[src/hdl/jsu_pkg.sv]
// Package for the JSON string unescape block.
// It holds the shared constants, the types and the character and UTF-8 helper functions.
// It depends on nothing else.
package jsu_pkg;

  localparam int CAP_W = 17;
  localparam logic [CAP_W-1:0] CAP_LIMIT = 17'd65536;
  localparam logic [CAP_W-1:0] CAP_RESET = 17'd4096;

  localparam int CFG_AW = 3;
  localparam logic REG_CAPACITY = 1'b0;

  localparam int MAX_BYTES = 6;
  localparam int NB_W = 3;
  localparam int QDEPTH = 4;
  localparam int QAW = 2;

  localparam logic [7:0] CH_BSLASH = 8'h5C;
  localparam logic [7:0] CH_U = 8'h75;
  localparam logic [7:0] CH_B = 8'h62;
  localparam logic [7:0] CH_F = 8'h66;
  localparam logic [7:0] CH_N = 8'h6E;
  localparam logic [7:0] CH_R = 8'h72;
  localparam logic [7:0] CH_T = 8'h74;

  localparam logic [15:0] SURR_HI_LO = 16'hD800;
  localparam logic [15:0] SURR_HI_HI = 16'hDBFF;
  localparam logic [15:0] SURR_LO_LO = 16'hDC00;
  localparam logic [15:0] SURR_LO_HI = 16'hDFFF;
  localparam logic [20:0] SUPP_BASE = 21'h10000;

  typedef enum logic [1:0] {
    PH_TEXT,
    PH_ESC,
    PH_HEX
  } phase_t;

  typedef struct packed {
    logic [8*MAX_BYTES-1:0] bytes;
    logic [NB_W-1:0]        nbytes;
    logic                   last;
    logic                   trunc;
  } pkt_t;

  typedef struct packed {
    logic [2:0]  len;
    logic [31:0] b;
  } utf8_t;

  typedef struct packed {
    logic full;
    logic empty;
  } q_status_t;

  function automatic logic [3:0] hex_digit(input logic [7:0] c);
    logic [7:0] d;
    d = 8'h00;
    if (c inside {[8'h30:8'h39]}) begin
      d = c - 8'h30;
    end else if (c inside {[8'h61:8'h66]}) begin
      d = c - 8'h57;
    end else if (c inside {[8'h41:8'h46]}) begin
      d = c - 8'h37;
    end
    return d[3:0];
  endfunction

  function automatic logic [7:0] escape_char(input logic [7:0] e);
    logic [7:0] r;
    case (e)
      CH_B:    r = 8'h08;
      CH_F:    r = 8'h0C;
      CH_N:    r = 8'h0A;
      CH_R:    r = 8'h0D;
      CH_T:    r = 8'h09;
      default: r = e;
    endcase
    return r;
  endfunction

  // First byte lands in the low bits; unused bytes are zero.
  function automatic utf8_t utf8_encode(input logic [20:0] cp);
    utf8_t u;
    u = '0;
    if (cp < 21'h80) begin
      u.len = 3'd1;
      u.b   = {24'h0, cp[7:0]};
    end else if (cp < 21'h800) begin
      u.len = 3'd2;
      u.b   = {16'h0, 2'b10, cp[5:0], 3'b110, cp[10:6]};
    end else if (cp < 21'h10000) begin
      u.len = 3'd3;
      u.b   = {8'h0, 2'b10, cp[5:0], 2'b10, cp[11:6], 4'b1110, cp[15:12]};
    end else begin
      u.len = 3'd4;
      u.b   = {2'b10, cp[5:0], 2'b10, cp[11:6], 2'b10, cp[17:12], 5'b11110, cp[20:18]};
    end
    return u;
  endfunction

endpackage

[src/hdl/jsu_if.sv]
// Channel interfaces for the JSON string unescape block.
// jsu_in_if carries raw string bytes, jsu_out_if carries decoded UTF-8 results.
// No dependencies.
interface jsu_in_if;
  logic       valid;
  logic       ready;
  logic [7:0] in_byte;
  logic       string_end;

  modport source(output valid, output in_byte, output string_end, input ready);
  modport sink(input valid, input in_byte, input string_end, output ready);
endinterface

interface jsu_out_if;
  logic       valid;
  logic       ready;
  logic [7:0] out_byte;
  logic       byte_valid;
  logic       run_last;
  logic       string_done;
  logic       truncated;

  modport source(output valid, output out_byte, output byte_valid, output run_last,
                 output string_done, output truncated, input ready);
  modport sink(input valid, input out_byte, input byte_valid, input run_last,
               input string_done, input truncated, output ready);
endinterface

[src/hdl/json_string_unescape_utf8.sv]
// JSON string unescape to UTF-8. The output side sends a request's result bytes one at a
// time, so a request that expands to more than one byte holds it longer, while requests
// that yield no byte (a backslash, a hex digit) are not queued unless they end the string;
// plain bytes flow at one request per cycle unless the queue fills or dout.ready is low.
// The output byte register sets this rate, and a four-entry packet queue lets input run
// ahead of it. The capacity register sits at byte address 0 of the APB port; write it
// only while the block is idle.
module json_string_unescape_utf8 (
  input  logic                       clk,
  input  logic                       rst,
  jsu_in_if.sink                     din,
  jsu_out_if.source                  dout,
  input  logic                       psel,
  input  logic                       penable,
  input  logic                       pwrite,
  input  logic [jsu_pkg::CFG_AW-1:0] paddr,
  input  logic [31:0]                pwdata,
  output logic [31:0]                prdata,
  output logic                       pready
);

  logic [jsu_pkg::CAP_W-1:0] cap;
  logic               push, pop;
  jsu_pkg::pkt_t      pkt_in, pkt_head;
  jsu_pkg::q_status_t qs;

  assign pready = 1'b1;
  assign prdata = (paddr[2] == jsu_pkg::REG_CAPACITY) ? 32'(cap) : 32'h0;

  always_ff @(posedge clk) begin
    if (rst) begin
      cap <= jsu_pkg::CAP_RESET;
    end else if (psel && penable && pwrite && pready && paddr[2] == jsu_pkg::REG_CAPACITY) begin
      cap <= pwdata[jsu_pkg::CAP_W-1:0];
    end
  end

  jsu_front u_front (
    .clk  (clk),
    .rst  (rst),
    .din  (din),
    .cap  (cap),
    .qs   (qs),
    .push (push),
    .pkt  (pkt_in)
  );

  jsu_queue u_queue (
    .clk  (clk),
    .rst  (rst),
    .push (push),
    .din  (pkt_in),
    .pop  (pop),
    .head (pkt_head),
    .qs   (qs)
  );

  jsu_back u_back (
    .clk  (clk),
    .rst  (rst),
    .head (pkt_head),
    .qs   (qs),
    .pop  (pop),
    .dout (dout)
  );

endmodule

[src/hdl/jsu_front.sv]
// Front end of the JSON string unescape block: escape decoding, surrogate pairing,
// UTF-8 encoding and the output budget, one input request per cycle while the queue is not full.
// Depends on jsu_pkg and jsu_in_if.
module jsu_front (
  input  logic                     clk,
  input  logic                     rst,
  jsu_in_if.sink                   din,
  input  logic [jsu_pkg::CAP_W-1:0] cap,
  input  jsu_pkg::q_status_t       qs,
  output logic                     push,
  output jsu_pkg::pkt_t            pkt
);

  jsu_pkg::phase_t phase, phase_next;
  logic [15:0] hex_value, hex_value_next;
  logic [1:0]  digit_count, digit_count_next;
  logic        high_pending, high_pending_next;
  logic [9:0]  high_bits, high_bits_next;
  logic [jsu_pkg::CAP_W-1:0] bytes_written, bytes_written_next;
  logic        overflow, overflow_next;

  logic        acc;
  logic [15:0] hv;
  logic        flush_a, flush_c, use_raw, use_cp;
  logic [7:0]  raw;
  logic [20:0] cp;
  jsu_pkg::utf8_t enc_a, enc_b, enc_c;
  logic [2:0]  len_ab;
  logic [3:0]  ntot;
  logic [jsu_pkg::CAP_W-1:0] cap_eff, room;
  logic [2:0]  emit;

  assign din.ready = !qs.full;
  assign acc = din.valid && din.ready;
  assign hv = {hex_value[11:0], jsu_pkg::hex_digit(din.in_byte)};

  always_comb begin
    phase_next = phase;
    hex_value_next = hex_value;
    digit_count_next = digit_count;
    high_pending_next = high_pending;
    high_bits_next = high_bits;
    flush_a = 1'b0;
    use_raw = 1'b0;
    use_cp = 1'b0;
    raw = din.in_byte;
    cp = {5'b0, hv};
    case (phase)
      jsu_pkg::PH_ESC: begin
        if (din.in_byte == jsu_pkg::CH_U) begin
          phase_next = jsu_pkg::PH_HEX;
          digit_count_next = 2'd0;
          hex_value_next = 16'h0;
        end else begin
          flush_a = high_pending;
          high_pending_next = 1'b0;
          use_raw = 1'b1;
          raw = jsu_pkg::escape_char(din.in_byte);
          phase_next = jsu_pkg::PH_TEXT;
        end
      end
      jsu_pkg::PH_HEX: begin
        hex_value_next = hv;
        if (digit_count == 2'd3) begin
          phase_next = jsu_pkg::PH_TEXT;
          digit_count_next = 2'd0;
          if (high_pending && hv >= jsu_pkg::SURR_LO_LO && hv <= jsu_pkg::SURR_LO_HI) begin
            high_pending_next = 1'b0;
            use_cp = 1'b1;
            cp = {1'b0, high_bits, hv[9:0]} + jsu_pkg::SUPP_BASE;
          end else begin
            flush_a = high_pending;
            if (hv >= jsu_pkg::SURR_HI_LO && hv <= jsu_pkg::SURR_HI_HI) begin
              high_pending_next = 1'b1;
              high_bits_next = hv[9:0];
            end else begin
              high_pending_next = 1'b0;
              use_cp = 1'b1;
            end
          end
        end else begin
          digit_count_next = digit_count + 2'd1;
        end
      end
      default: begin
        phase_next = jsu_pkg::PH_TEXT;
        if (din.in_byte == jsu_pkg::CH_BSLASH) begin
          phase_next = jsu_pkg::PH_ESC;
        end else begin
          flush_a = high_pending;
          high_pending_next = 1'b0;
          use_raw = 1'b1;
        end
      end
    endcase
    flush_c = din.string_end && high_pending_next;
  end

  always_comb begin
    enc_a = flush_a ? jsu_pkg::utf8_encode({5'b0, jsu_pkg::SURR_HI_LO | {6'b0, high_bits}})
                    : '0;
    enc_c = flush_c ? jsu_pkg::utf8_encode({5'b0, jsu_pkg::SURR_HI_LO | {6'b0, high_bits_next}})
                    : '0;
    if (use_raw) begin
      enc_b = '{len: 3'd1, b: {24'h0, raw}};
    end else if (use_cp) begin
      enc_b = jsu_pkg::utf8_encode(cp);
    end else begin
      enc_b = '0;
    end
    len_ab = enc_a.len + enc_b.len;
    ntot = {1'b0, enc_a.len} + {1'b0, enc_b.len} + {1'b0, enc_c.len};
  end

  always_comb begin
    cap_eff = (cap > jsu_pkg::CAP_LIMIT) ? jsu_pkg::CAP_LIMIT : cap;
    room = (bytes_written + 17'd1 < cap_eff) ? cap_eff - bytes_written - 17'd1 : '0;
    if (overflow) begin
      emit = 3'd0;
    end else if (room < 17'(ntot)) begin
      emit = room[2:0];
    end else begin
      emit = ntot[2:0];
    end
    overflow_next = overflow || (17'(ntot) > room);
    bytes_written_next = bytes_written + 17'(emit);
  end

  always_comb begin
    pkt.bytes = 48'(enc_a.b) | (48'(enc_b.b) << {enc_a.len, 3'b000})
              | (48'(enc_c.b) << {len_ab, 3'b000});
    pkt.nbytes = emit;
    pkt.last = din.string_end;
    pkt.trunc = overflow_next;
    push = acc && (emit != 3'd0 || din.string_end);
  end

  always_ff @(posedge clk) begin
    if (rst) begin
      phase <= jsu_pkg::PH_TEXT;
      hex_value <= '0;
      digit_count <= '0;
      high_pending <= 1'b0;
      high_bits <= '0;
      bytes_written <= '0;
      overflow <= 1'b0;
    end else if (acc) begin
      if (din.string_end) begin
        phase <= jsu_pkg::PH_TEXT;
        hex_value <= '0;
        digit_count <= '0;
        high_pending <= 1'b0;
        high_bits <= '0;
        bytes_written <= '0;
        overflow <= 1'b0;
      end else begin
        phase <= phase_next;
        hex_value <= hex_value_next;
        digit_count <= digit_count_next;
        high_pending <= high_pending_next;
        high_bits <= high_bits_next;
        bytes_written <= bytes_written_next;
        overflow <= overflow_next;
      end
    end
  end

  a_budget: assert property (@(posedge clk) disable iff (rst)
    bytes_written < jsu_pkg::CAP_LIMIT)
    else $error("bytes_written reached the capacity limit");

endmodule

[src/hdl/jsu_queue.sv]
// Short packet queue between the front and back ends of the unescape block.
// Flip-flop storage, one write and one read port.
// Depends on jsu_pkg.
module jsu_queue (
  input  logic               clk,
  input  logic               rst,
  input  logic               push,
  input  jsu_pkg::pkt_t      din,
  input  logic               pop,
  output jsu_pkg::pkt_t      head,
  output jsu_pkg::q_status_t qs
);

  jsu_pkg::pkt_t mem [jsu_pkg::QDEPTH];
  logic [jsu_pkg::QAW-1:0] wr_ptr, rd_ptr;
  logic [jsu_pkg::QAW:0]   cnt;

  assign qs.full = cnt == (jsu_pkg::QAW + 1)'(jsu_pkg::QDEPTH);
  assign qs.empty = cnt == '0;
  assign head = mem[rd_ptr];

  always_ff @(posedge clk) begin
    if (push) begin
      mem[wr_ptr] <= din;
    end
  end

  always_ff @(posedge clk) begin
    if (rst) begin
      wr_ptr <= '0;
      rd_ptr <= '0;
      cnt <= '0;
    end else begin
      if (push) begin
        wr_ptr <= wr_ptr + 1'b1;
      end
      if (pop) begin
        rd_ptr <= rd_ptr + 1'b1;
      end
      cnt <= cnt + (jsu_pkg::QAW + 1)'(push) - (jsu_pkg::QAW + 1)'(pop);
    end
  end

  a_no_overrun: assert property (@(posedge clk) disable iff (rst) push |-> !qs.full)
    else $error("packet pushed into a full queue");
  a_no_underrun: assert property (@(posedge clk) disable iff (rst) pop |-> !qs.empty)
    else $error("packet popped from an empty queue");

endmodule

[src/hdl/jsu_back.sv]
// Back end of the unescape block: walks the head packet one byte per cycle into the
// registered output channel while dout.ready allows. Depends on jsu_pkg and jsu_out_if.
module jsu_back (
  input  logic               clk,
  input  logic               rst,
  input  jsu_pkg::pkt_t      head,
  input  jsu_pkg::q_status_t qs,
  output logic               pop,
  jsu_out_if.source          dout
);

  logic [jsu_pkg::NB_W-1:0] idx;
  logic [jsu_pkg::NB_W-1:0] nres;
  logic       load, is_last, bare;
  logic       ovalid;
  logic [7:0] obyte;
  logic       obvalid, orun_last, odone, otrunc;

  assign bare = head.nbytes == '0;
  assign nres = bare ? 3'd1 : head.nbytes;
  assign load = !qs.empty && (!ovalid || dout.ready);
  assign is_last = idx == nres - 3'd1;
  assign pop = load && is_last;

  assign dout.valid = ovalid;
  assign dout.out_byte = obyte;
  assign dout.byte_valid = obvalid;
  assign dout.run_last = orun_last;
  assign dout.string_done = odone;
  assign dout.truncated = otrunc;

  always_ff @(posedge clk) begin
    if (rst) begin
      ovalid <= 1'b0;
      idx <= '0;
    end else if (load) begin
      ovalid <= 1'b1;
      idx <= is_last ? '0 : idx + 3'd1;
    end else if (dout.ready) begin
      ovalid <= 1'b0;
    end
  end

  always_ff @(posedge clk) begin
    if (load) begin
      obyte <= bare ? 8'h00 : head.bytes[{idx, 3'b000} +: 8];
      obvalid <= !bare;
      orun_last <= is_last;
      odone <= is_last && head.last;
      otrunc <= head.trunc;
    end
  end

  a_bare_end: assert property (@(posedge clk) disable iff (rst)
    ovalid && !obvalid |-> orun_last && odone)
    else $error("bare result is not the closing result of a string");
  a_done_last: assert property (@(posedge clk) disable iff (rst)
    ovalid && odone |-> orun_last)
    else $error("string end marked on a result that is not the last of its request");

endmodule

[src/flat_wrapper.sv]
// flat-port wrapper written by rule: the top's interface ports become plain ports
module json_string_unescape_utf8_flat 
  (clk, rst, psel, penable, pwrite, paddr, pwdata, prdata, pready, din_valid, din_in_byte, din_string_end, din_ready, dout_valid, dout_out_byte, dout_byte_valid, dout_run_last, dout_string_done, dout_truncated, dout_ready);
  jsu_in_if din_i ();
  jsu_out_if dout_i ();
  input  logic clk;
  input  logic rst;
  input  logic psel;
  input  logic penable;
  input  logic pwrite;
  input  logic [jsu_pkg::CFG_AW-1:0] paddr;
  input  logic [31:0] pwdata;
  output logic [31:0] prdata;
  output logic pready;
  input wire logic [$bits(din_i.valid)-1:0] din_valid;
  input wire logic [$bits(din_i.in_byte)-1:0] din_in_byte;
  input wire logic [$bits(din_i.string_end)-1:0] din_string_end;
  output wire logic [$bits(din_i.ready)-1:0] din_ready;
  output wire logic [$bits(dout_i.valid)-1:0] dout_valid;
  output wire logic [$bits(dout_i.out_byte)-1:0] dout_out_byte;
  output wire logic [$bits(dout_i.byte_valid)-1:0] dout_byte_valid;
  output wire logic [$bits(dout_i.run_last)-1:0] dout_run_last;
  output wire logic [$bits(dout_i.string_done)-1:0] dout_string_done;
  output wire logic [$bits(dout_i.truncated)-1:0] dout_truncated;
  input wire logic [$bits(dout_i.ready)-1:0] dout_ready;
  assign din_i.valid = din_valid;
  assign din_i.in_byte = din_in_byte;
  assign din_i.string_end = din_string_end;
  assign din_ready = din_i.ready;
  assign dout_valid = dout_i.valid;
  assign dout_out_byte = dout_i.out_byte;
  assign dout_byte_valid = dout_i.byte_valid;
  assign dout_run_last = dout_i.run_last;
  assign dout_string_done = dout_i.string_done;
  assign dout_truncated = dout_i.truncated;
  assign dout_i.ready = dout_ready;
  json_string_unescape_utf8 u_core (.clk(clk), .rst(rst), .din(din_i), .dout(dout_i), .psel(psel), .penable(penable), .pwrite(pwrite), .paddr(paddr), .pwdata(pwdata), .prdata(prdata), .pready(pready));
endmodule
[config.mk]
export PLATFORM = sky130hd
export DESIGN_NAME = json_string_unescape_utf8_flat
export DESIGN_NICKNAME = d
export VERILOG_FILES = /design/src/hdl/jsu_pkg.sv /design/src/hdl/jsu_if.sv /design/src/hdl/json_string_unescape_utf8.sv /design/src/hdl/jsu_front.sv /design/src/hdl/jsu_queue.sv /design/src/hdl/jsu_back.sv /design/src/flat_wrapper.sv
export SDC_FILE = /design/constraint.sdc
export NUM_CORES = 1
export LEC_CHECK = 0
export BUFFER_PORTS_ARGS = -buffer_cell sky130_fd_sc_hd__buf_2
export CAP_MARGIN = 20
export CORE_MARGIN = 3
export CORE_UTILIZATION = 40
export DETAILED_ROUTE_END_ITERATION = 16
export PLACE_DENSITY = 0.61
export SKIP_CTS_REPAIR_TIMING = 1
export SLEW_MARGIN = 25
export SYNTH_ARGS = -nofsm -noshare
export SYNTH_HDL_FRONTEND = slang
export SYNTH_SLANG_ARGS = --single-unit
[constraint.sdc]
create_clock -name clk -period 9.8 [get_ports clk]
set_clock_uncertainty 0.2 [all_clocks]
set_input_delay 0.49 -clock clk [delete_from_list [all_inputs] [get_ports clk]]
set_output_delay 0.49 -clock clk [all_outputs]
set_load 0.01 [all_outputs]
# Word-level counts from Yosys, hierarchy flattened
# Memories as Yosys holds them, arrays and structs flattened. A register that Yosys moved wholly into a read port is not among the register bits.
# Index checks and enable logic that the tools add are counted.
# word_totals
in_bits	51
regBits	85
n_memories	1
ramBits	212
output_inout_bits	47
# classes
n_bitwise	3
n_mux	71
n_eq_ne	14
shift	3
n_reduce_logical	29
addsub	18
magnitude_cmp	21
# mem_list
name	words	word_bits	read_ports	rd_ports_with_merged_regs	wr	line	text
u_core.u_queue.mem	4	53	1	1	1	jsu_queue.sv:14	jsu_pkg::pkt_t mem [jsu_pkg::QDEPTH];
# ops
operator	n
35-bit 2-to-1 mux	7
32-bit by 6-bit left shift with 48-bit output	2
17-bit 2-to-1 mux	4
34-bit 2-to-1 mux	2
33-bit 2-to-1 mux	2
21-bit 2-to-1 mux	3
8-bit by 7-bit == test with 1-bit output, second input constant	7
10-bit 2-to-1 mux	5
32-bit by 48-bit bitwise OR with 48-bit output	1
48-bit bitwise OR	1
48-bit by 7-bit indexed part select with 8-bit output	1
8-bit case mux with 5 select lines	1
16-bit greater-or-equal comparator, second input constant	2
16-bit less-or-equal comparator, second input constant	2
16-bit by 12-bit < comparator with 1-bit output, second input constant	2
16-bit by 8-bit < comparator with 1-bit output, second input constant	2
12-bit 2-to-1 mux	2
12-bit case mux with 2 select lines	1
1-bit 2-to-1 mux	22
20-bit by 17-bit adder with 21-bit output, second input constant	1
21-bit by 12-bit < comparator with 1-bit output, second input constant	1
21-bit by 17-bit < comparator with 1-bit output, second input constant	1
21-bit by 8-bit < comparator with 1-bit output, second input constant	1
17-bit by 1-bit adder with 17-bit output, second input constant	1
other kinds (41)	85

# Depth between registers and ports, before layout
# Gate-level depths: netlist (run 1).
# logic_depth
depth_word	27
ltp_mapped	31
depth_no_buf	30

# Cells and area by module
# From an unflattened synthesis (run 1), not the netlist that was laid out.
# hier_totals
hier_cells	1385
area_unflattened_um2	16320.7
# modules_own_cells
mod	cells_each	area_each_um2	seq_area_each_um2	instances
jsu_queue	319	8147.8	6546.3	1
jsu_front	857	6024.5	900.9	1
jsu_back	99	1122.3	440.4	1
json_string_unescape_utf8	110	1026.0	340.3	1

# Least setup slack after synthesis (run 1)
# No wires, ideal clock.
# synth_path
kind	register -> register
startpoint	register u_core.u_front.phase[0]
endpoint	register u_core.u_front.bytes_written[16] (netlist name)
stages_incl_launch_ff	30
setup_ps	70
arrival_time_ps	6469
required_ps	9530
slack_ps	3061
path_cell_list	dfxtp_1 -> inv_1 -> ha_1 -> nand2_1 -> or4_1 -> buf_2 -> a31oi_4 -> nand2b_1 -> nor3b_2 -> nor2_1 -> nand2_1 -> fa_1 -> inv_1 -> ha_1 -> fa_1 -> ha_1 -> o21a_1 -> o21a_1 -> o21ai_0 -> or4_4 -> o22a_1 -> nor2_1 -> ha_1 -> fa_1 -> a21oi_1 -> or3_1 -> nor2_1 -> nand2_1 -> or3_2 -> a21oi_1
# synth_rtl
element	line	text
start, declared	jsu_front.sv:14	jsu_pkg::phase_t phase, phase_next;
start signal, assigned	jsu_front.sv:140	phase <= jsu_pkg::PH_TEXT;
start signal, assigned	jsu_front.sv:149	phase <= jsu_pkg::PH_TEXT;
start signal, assigned	jsu_front.sv:157	phase <= phase_next;
end signal, assigned	jsu_front.sv:162	bytes_written <= bytes_written_next;
end, declared	jsu_front.sv:19	logic [jsu_pkg::CAP_W-1:0] bytes_written, bytes_written_next;

==> results of run 1 <==
==> path summary, 6_finish.rpt <==
check / from / endpoint / cells past startpoint
max: u_core.u_front.phase[0] / u_core.u_front.bytes_written[16] / 28
min: pwdata[14] / u_core.cap[14] / 3
max reg2reg: u_core.u_front.phase[0] / u_core.u_front.bytes_written[16] / 28
min reg2reg: u_core.u_front.digit_count[1] / u_core.u_front.digit_count[1] / 2
==> routing by layer <==
metal | vias to the layer above | track usage (%) | wire (um)
li1 | 5234 | - | -
met2 | 328 | 29.85 | 18430
met1 | 5404 | 25.76 | 17490
met5 | - | 0 | 17
met3 | 69 | 3.560 | 2357
met4 | 2 | 6.390 | 1199
==> worst max-delay path: cells and delay by family (launching register included) <==
kind	cells	cell delay, ns
compound gates	7	1.30
fa+ha+maj	7	2.26
buf+inv	2	0.11
flops	1	0.32
simple gates	12	3.83
==> final cells by class <==
class | count | share of cell area, %
clock buffers | 46 | 5.361
clock inverters | 15 | 0.9601
inverters | 77 | 1.619
multi-input cells | 935 | 39.08
flip-flops and latches | 299 | 46.11
well taps | 518 | 3.630
repair buffers | 93 | 3.238
==> power breakdown <==
part / internal [mW] / total [mW] / switching (mW)
sequential: 1.62 / 1.70 / 0.0738
combinational: 0.363 / 0.788 / 0.424
clock: 0.749 / 1.27 / 0.521
==> sequential cells by signal (all words and copies together), names as in the netlist, 2 cells and up, named ones only <==
| name | cells |
|---|---|
| u_core.u_front.high_bits | 10 |
| u_core.u_front.phase | 2 |
| u_core.u_queue.cnt | 3 |
| u_core.u_back.idx | 3 |
| u_core.u_queue.wr_ptr | 2 |
| u_core.u_front.digit_count | 2 |
| u_core.cap | 17 |
| u_core.u_front.bytes_written | 17 |
| u_core.u_back.dout.out_byte | 8 |
| u_core.u_queue.mem | 212 |
| u_core.u_front.hex_value | 12 |
| u_core.u_queue.rd_ptr | 2 |
==> kinds of logic after synthesis <==
group,count (synthesis),share of synthesized area [%]
flip-flops,299,52.14
XOR/XNOR,39,2.212
buffers and inverters,151,4.036
AND/OR/NAND/NOR,456,13.84
adder cells (fa/ha/maj),68,5.725
other,2,0.04760
multiplexers,92,10.81
AO/OA/AOI/OAI,264,11.18
==> cells in the mapped netlist (12+ instances only) <==
cell type,number,area [um^2]
a21o_1,13,97.59
a21oi_1,88,440.4
a22oi_1,25,187.7
and2_1,14,87.58
buf_4,17,127.6
clkbuf_1,45,168.9
dfxtp_1,75,1501
edfxtp_1,224,6726
ha_1,61,763.2
inv_1,74,277.8
mux2_2,16,180.2
mux2i_1,14,140.1
mux4_2,61,1374
nand2_1,150,563.0
nand2b_1,13,81.33
nand3_1,45,225.2
nand4_1,14,87.58
nor2_1,108,405.4
nor2b_1,25,156.4
nor3_1,27,135.1
nor4_1,12,75.07
o21ai_0,40,200.2
xnor2_1,30,262.8
==> results.tsv, run 1 <==
stage	metric	value	unit
yosys	#FFs+latches synth	299	
critical_path	Critical Path Most Common Cell	ha_1	
sta	max-slew violation count	0	
power_and_ir_drop	Max rail drop VDD	0.1241	mV
layout	non-filler instance count after layout	1983	
layout	nets	1559	
critical_path	Crit Path Max Fanout	17	
detailed_routing	antenna viol nets, final	0	
layout	Ant. Diodes	0	
yosys	number of flops mapped to enable cells by yosys	224	
layout	fin util	45.98	%
critical_path	Setup CP Type	reg -> reg	
global_route	total grt overflow	0	
clock_network	clock root buffer	clkbuf_16	
placement	Final GP Congestion	0.9574	
outcome	outcome	complete, but fails checks	
detailed_routing	Total Wirelength	39500	um
detailed_routing	drt pass-1 iters	5	
layout	most common cell after layout, fill and taps aside	edfxtp_1	
die	Starting Density	40.64	%
critical_path	Crit-path slowest cell	or4_1	
global_route	GRT Total Usage	18.72	%
sta	Fin. Hold Viols	1	
placement	DP Area	0.01657	mm^2
detailed_routing	DRC viols	0	
die	Ports	98	
die	Die X	204.6	um
yosys	Gate Count Post-Synth	1371	
critical_path	WP data arrival	8.37	ns
critical_path	critical path endpoint category	register	
power_and_ir_drop	static leakage	6.541	nW
layout	multi-input logic area	0.006978	mm^2
die	FP Rows	72	
global_route	initial antenna violation count	1	
yosys	Cell Area, Synth	0.01578	mm^2
sta	Tmin final	8.103	ns
critical_path	reg-to-reg setup timing slack	1.70	ns
clock_network	CTS tree	built	
detailed_routing	routed len/inst	19.92	um
detailed_routing	Vias/cell	5.566	
critical_path	CP Launch Type	register	
placement	dpl cells	1906	
die	die area	0.04187	mm^2
power_and_ir_drop	P per Cell Area	210.3	mW/mm^2
critical_path	CP peak stage delay	0.62	ns
detailed_routing	routed via count	11040	
sta	Slew Limit Headroom	40.36	%
yosys	Post-synth ARST share	0	%
sta	unrepaired setup endpoints after global routing	false	
power_and_ir_drop	total power	3.756	mW
yosys	post-synthesis sequential area ratio	52.14	%
sta	final worst slack	1.697	ns
layout	sequential standard cell area	0.008233	mm^2
placement	I/O Buffers	64	
sta	Slew @ Worst Pin	0.8946	ns
yosys	Unique masters post-synth	81	
yosys	Synth Area per Inst	11.51	um^2
placement	DP HPWL	27350	um
sta	Setup TNS	0	ns
layout	commonest cells after routing, fill and taps aside	224 x edfxtp_1, 150 x nand2_1, 108 x nor2_1, 88 x a21oi_1, 74 x inv_1	
sta	Min Hold Slack	-0.005146	ns
min_path	type of the worst min-delay path	in -> reg	
layout	layout cells sized above 1	15.29	%
die	CORE AREA	0.03883	mm^2
sta	Max Clock Freq	123.4	MHz
detailed_routing	Starting DRT DRC Count	841	
layout	Layout area overhead	13.16	%
global_route	first-pass GRT wire length	61050	um
yosys	Yosys warnings	0	
sta	final period utilization	82.69	%
sta	final setup fails	0	
clock_network	deepest clock path buffer count	3	
layout	design area	0.01785	mm^2
clock_network	worst-skew pair later-pin latency	0.54	ns
clock_network	CTS Sinks	299	
outcome	failing checks	negative hold slack	
run	Max-Cap Viols	0	
global_route	largest net degree at the start of global routing	63	
clock_network	H-tree levels	2	
placement	dpl ws	1.793	ns
layout	Filler cells	3514	
clock_network	clk slew on worst S/H paths	0.06	ns
global_route	vias in the first global route	10790	
die	die height	204.6	um
yosys	Main synth FF type	edfxtp_1	
clock_network	TritonCTS Buffers	34	
critical_path	Worst Path Required	10.07	ns
(Power assumes the default switching activity.)
==> run 2: changes to the inputs <==
--- a/config.mk
+++ b/config.mk
@@ -10,7 +10,7 @@
 export CORE_MARGIN = 3
 export CORE_UTILIZATION = 40
 export DETAILED_ROUTE_END_ITERATION = 16
-export PLACE_DENSITY = 0.61
+export PLACE_DENSITY = 0.64
 export SKIP_CTS_REPAIR_TIMING = 1
 export SLEW_MARGIN = 25
 export SYNTH_ARGS = -nofsm -noshare
==> constraint.sdc (replaced) <==
create_clock -name clk -period 7.2 [get_ports clk]
set_clock_uncertainty 0.2 [all_clocks]
set_input_delay 0.36 -clock clk [delete_from_list [all_inputs] [get_ports clk]]
set_output_delay 0.36 -clock clk [all_outputs]
set_load 0.01 [all_outputs]
==> run 2 against run 1 <==
Against the previous run:
- register-to-register slack got worse by 1.3 ns
- non-clock buffer count is 29 higher
- setup slack worse by 1.3 ns
- sequential cell count unchanged
- largest power group unchanged
- the flow now finishes without violations
- largest cell class unchanged
- routed wire length is 0.44% lower
==> results.tsv, run 2 (synthesized netlist as in run 1, its figures left out) <==
stage	metric	value	unit	change
critical_path	reg2reg path depth	28		unchanged
sta	max-slew violation count	0		unchanged
critical_path	cell count along the critical path	28		unchanged
global_route	GRT Total Usage	18.79	%	was 18.72%
power_and_ir_drop	static leakage	6.679	nW	was 6.541 nW
layout	most common cell after layout, fill and taps aside	edfxtp_1		unchanged
clock_network	clk slew on worst S/H paths	0.06	ns	about the same
die	die area	0.04187	mm^2	unchanged
die	CORE AREA	0.03883	mm^2	unchanged
layout	number of flip-flops in the largest register	212		unchanged
critical_path	WP data arrival	7.11	ns	was 8.37 ns
placement	dpl ws	0.2946	ns	was 1.793 ns
critical_path	Worst Path Required	7.46	ns	was 10.07 ns
layout	Biggest register	u_core.u_queue.mem		unchanged
detailed_routing	drt pass-1 iters	5		unchanged
power_and_ir_drop	Max rail drop VDD	0.1768	mV	was 0.1241 mV
critical_path	cell type group with the largest total delay on the critical path	simple AND/OR/NAND/NOR gates		unchanged
detailed_routing	Starting DRT DRC Count	1126		was 841
global_route	first-pass GRT wire length	62020	um	was 61,050 um
critical_path	reg-to-reg setup timing slack	0.35	ns	was 1.70 ns
critical_path	reg2reg start	u_core.u_front.high_bits[2]		was u_core.u_front.phase[0]
layout	Layout area overhead	14.82	%	was 13.16%
die	Ports	98		unchanged
clock_network	TritonCTS Buffers	34		unchanged
detailed_routing	antenna viol nets, final	0		unchanged
sta	Fin. Hold Viols	0		was 1
layout	Filler cells	3496		was 3,514
global_route	initial antenna violation count	0		was 1
placement	DP Area	0.01682	mm^2	was 0.01657 mm^2
clock_network	CTS Sinks	299		unchanged
global_route	vias in the first global route	11140		was 10,790
critical_path	Setup CP Type	reg -> reg		unchanged
layout	fin util	46.66	%	was 45.98%
die	die height	204.6	um	unchanged
sta	Min Hold Slack	0.07141	ns	was -0.005146 ns
detailed_routing	Total Wirelength	39330	um	was 39,500 um
critical_path	CP peak stage delay	0.60	ns	was 0.62 ns
global_route	largest net degree at the start of global routing	63		unchanged
critical_path	CP Launch Type	register		unchanged
placement	dpl cells	1933		was 1,906
min_path	Hold Crit Start	din_string_end		was pwdata[14]
die	Starting Density	40.64	%	unchanged
critical_path	crit path to	u_core.u_front.bytes_written[16]		unchanged
critical_path	crit path launch	u_core.u_front.high_bits[2]		was u_core.u_front.phase[0]
sta	Setup TNS	0	ns	unchanged
detailed_routing	Vias/cell	5.597		was 5.566
die	FP Rows	72		unchanged
clock_network	clock root buffer	clkbuf_16		unchanged
layout	Ant. Diodes	0		unchanged
detailed_routing	routed via count	11270		was 11,040
placement	I/O Buffers	64		unchanged
sta	Max Clock Freq	146.0	MHz	was 123.4 MHz
sta	final setup fails	0		unchanged
clock_network	deepest clock path buffer count	3		unchanged
layout	nets	1588		was 1,559
placement	DP HPWL	26900	um	was 27,350 um
layout	Top Registers	u_core.u_queue.mem (212), u_core.cap (17), u_core.u_front.bytes_written (17)		unchanged
power_and_ir_drop	P per Cell Area	280.4	mW/mm^2	was 210.3 mW/mm^2
placement	Final GP Congestion	0.9465		was 0.9574
clock_network	CTS tree	built		unchanged
layout	layout cells sized above 1	16.99	%	was 15.29%
layout	commonest cells after routing, fill and taps aside	224 x edfxtp_1, 150 x nand2_1, 107 x nor2_1, 88 x a21oi_1, 74 x inv_1		was 224 x edfxtp_1, 150 x nand2_1, 108 x nor2_1, 88 x a21oi_1, 74 x inv_1
detailed_routing	routed len/inst	19.54	um	was 19.92 um
run	Max-Cap Viols	0		unchanged
clock_network	worst-skew pair later-pin latency	0.54	ns	about the same
critical_path	CP bufs+invs	2		unchanged
sta	Slew Limit Headroom	35.54	%	was 40.36%
sta	final worst slack	0.3518	ns	was 1.697 ns
sta	final period utilization	95.11	%	was 82.69%
critical_path	critical path endpoint category	register		unchanged
sta	Tmin final	6.848	ns	was 8.103 ns
min_path	type of the worst min-delay path	in -> reg		unchanged
critical_path	reg2reg end	u_core.u_front.bytes_written[16]		unchanged
power_and_ir_drop	total power	5.079	mW	was 3.756 mW
sta	Slew @ Worst Pin	0.9634	ns	was 0.8946 ns
die	Die X	204.6	um	unchanged
critical_path	Crit Path Max Fanout	5		was 17
global_route	total grt overflow	0		unchanged
critical_path	Crit-path slowest cell	or4_1		unchanged
outcome	outcome	finished clean		was complete, but fails checks
layout	design area	0.01812	mm^2	was 0.01785 mm^2
detailed_routing	DRC viols	0		unchanged
layout	non-filler instance count after layout	2013		was 1,983
clock_network	H-tree levels	2		unchanged
-- run 2: changes by cell type in the layout (fill, tap and decap cells not counted), moves of 2 or more --
cell and change:
buf_12 +4, buf_4 +23, clkbuf_1 +3, clkbuf_8 -4, clkinv_2 +4, clkinv_8 +2
dlygate4sd3_1 +2
-- run 2: area by class of cell --
| class | count | area [um^2] | share of cell area [%] |
|---|---|---|---|
| flip-flops and latches | 299 | 8235 | 45.46 |
| clock buffers | 45 | 913.4 | 5.041 |
| repair buffers | 122 | 850.8 | 4.696 |
| multi-input cells | 935 | 6995 | 38.61 |
| inverters | 77 | 289.0 | 1.595 |
| clock inverters | 17 | 185.2 | 1.022 |
| well taps | 518 | 648.1 | 3.577 |
-- run 2: per-layer routing --
| layer | vias to the layer above | global-route usage (%) | part of all wire, % |
|---|---|---|---|
| met1 | 5552 | 25.44 | 43 |
| met5 | - | 0 | 0 |
| met3 | 69 | 2.924 | 5.9 |
| li1 | 5297 | - | - |
| met4 | 0 | 6.291 | 2.7 |
| met2 | 349 | 31.00 | 48 |
-- run 2: how the worst min path moves through the flow --
stage                                          to  slack, ns  cells after the start
detailed placement  u_core.u_front.digit_count[1]       0.26                      2
global placement    u_core.u_front.digit_count[1]       0.24                      2
finish                   u_core.u_queue.mem[0][1]       0.07                      1
global route             u_core.u_queue.mem[0][1]       0.06                      1
CTS                                u_core.cap[12]      -0.18                      3
floorplan           u_core.u_front.digit_count[1]       0.24                      2
-- run 2: power by group --
group / internal (mW) / switching [mW] / total (mW)
Clock: 0.981 / 0.699 / 1.68
Sequential: 2.21 / 0.112 / 2.32
Combinational: 0.510 / 0.569 / 1.08
Total: 3.70 / 1.38 / 5.08
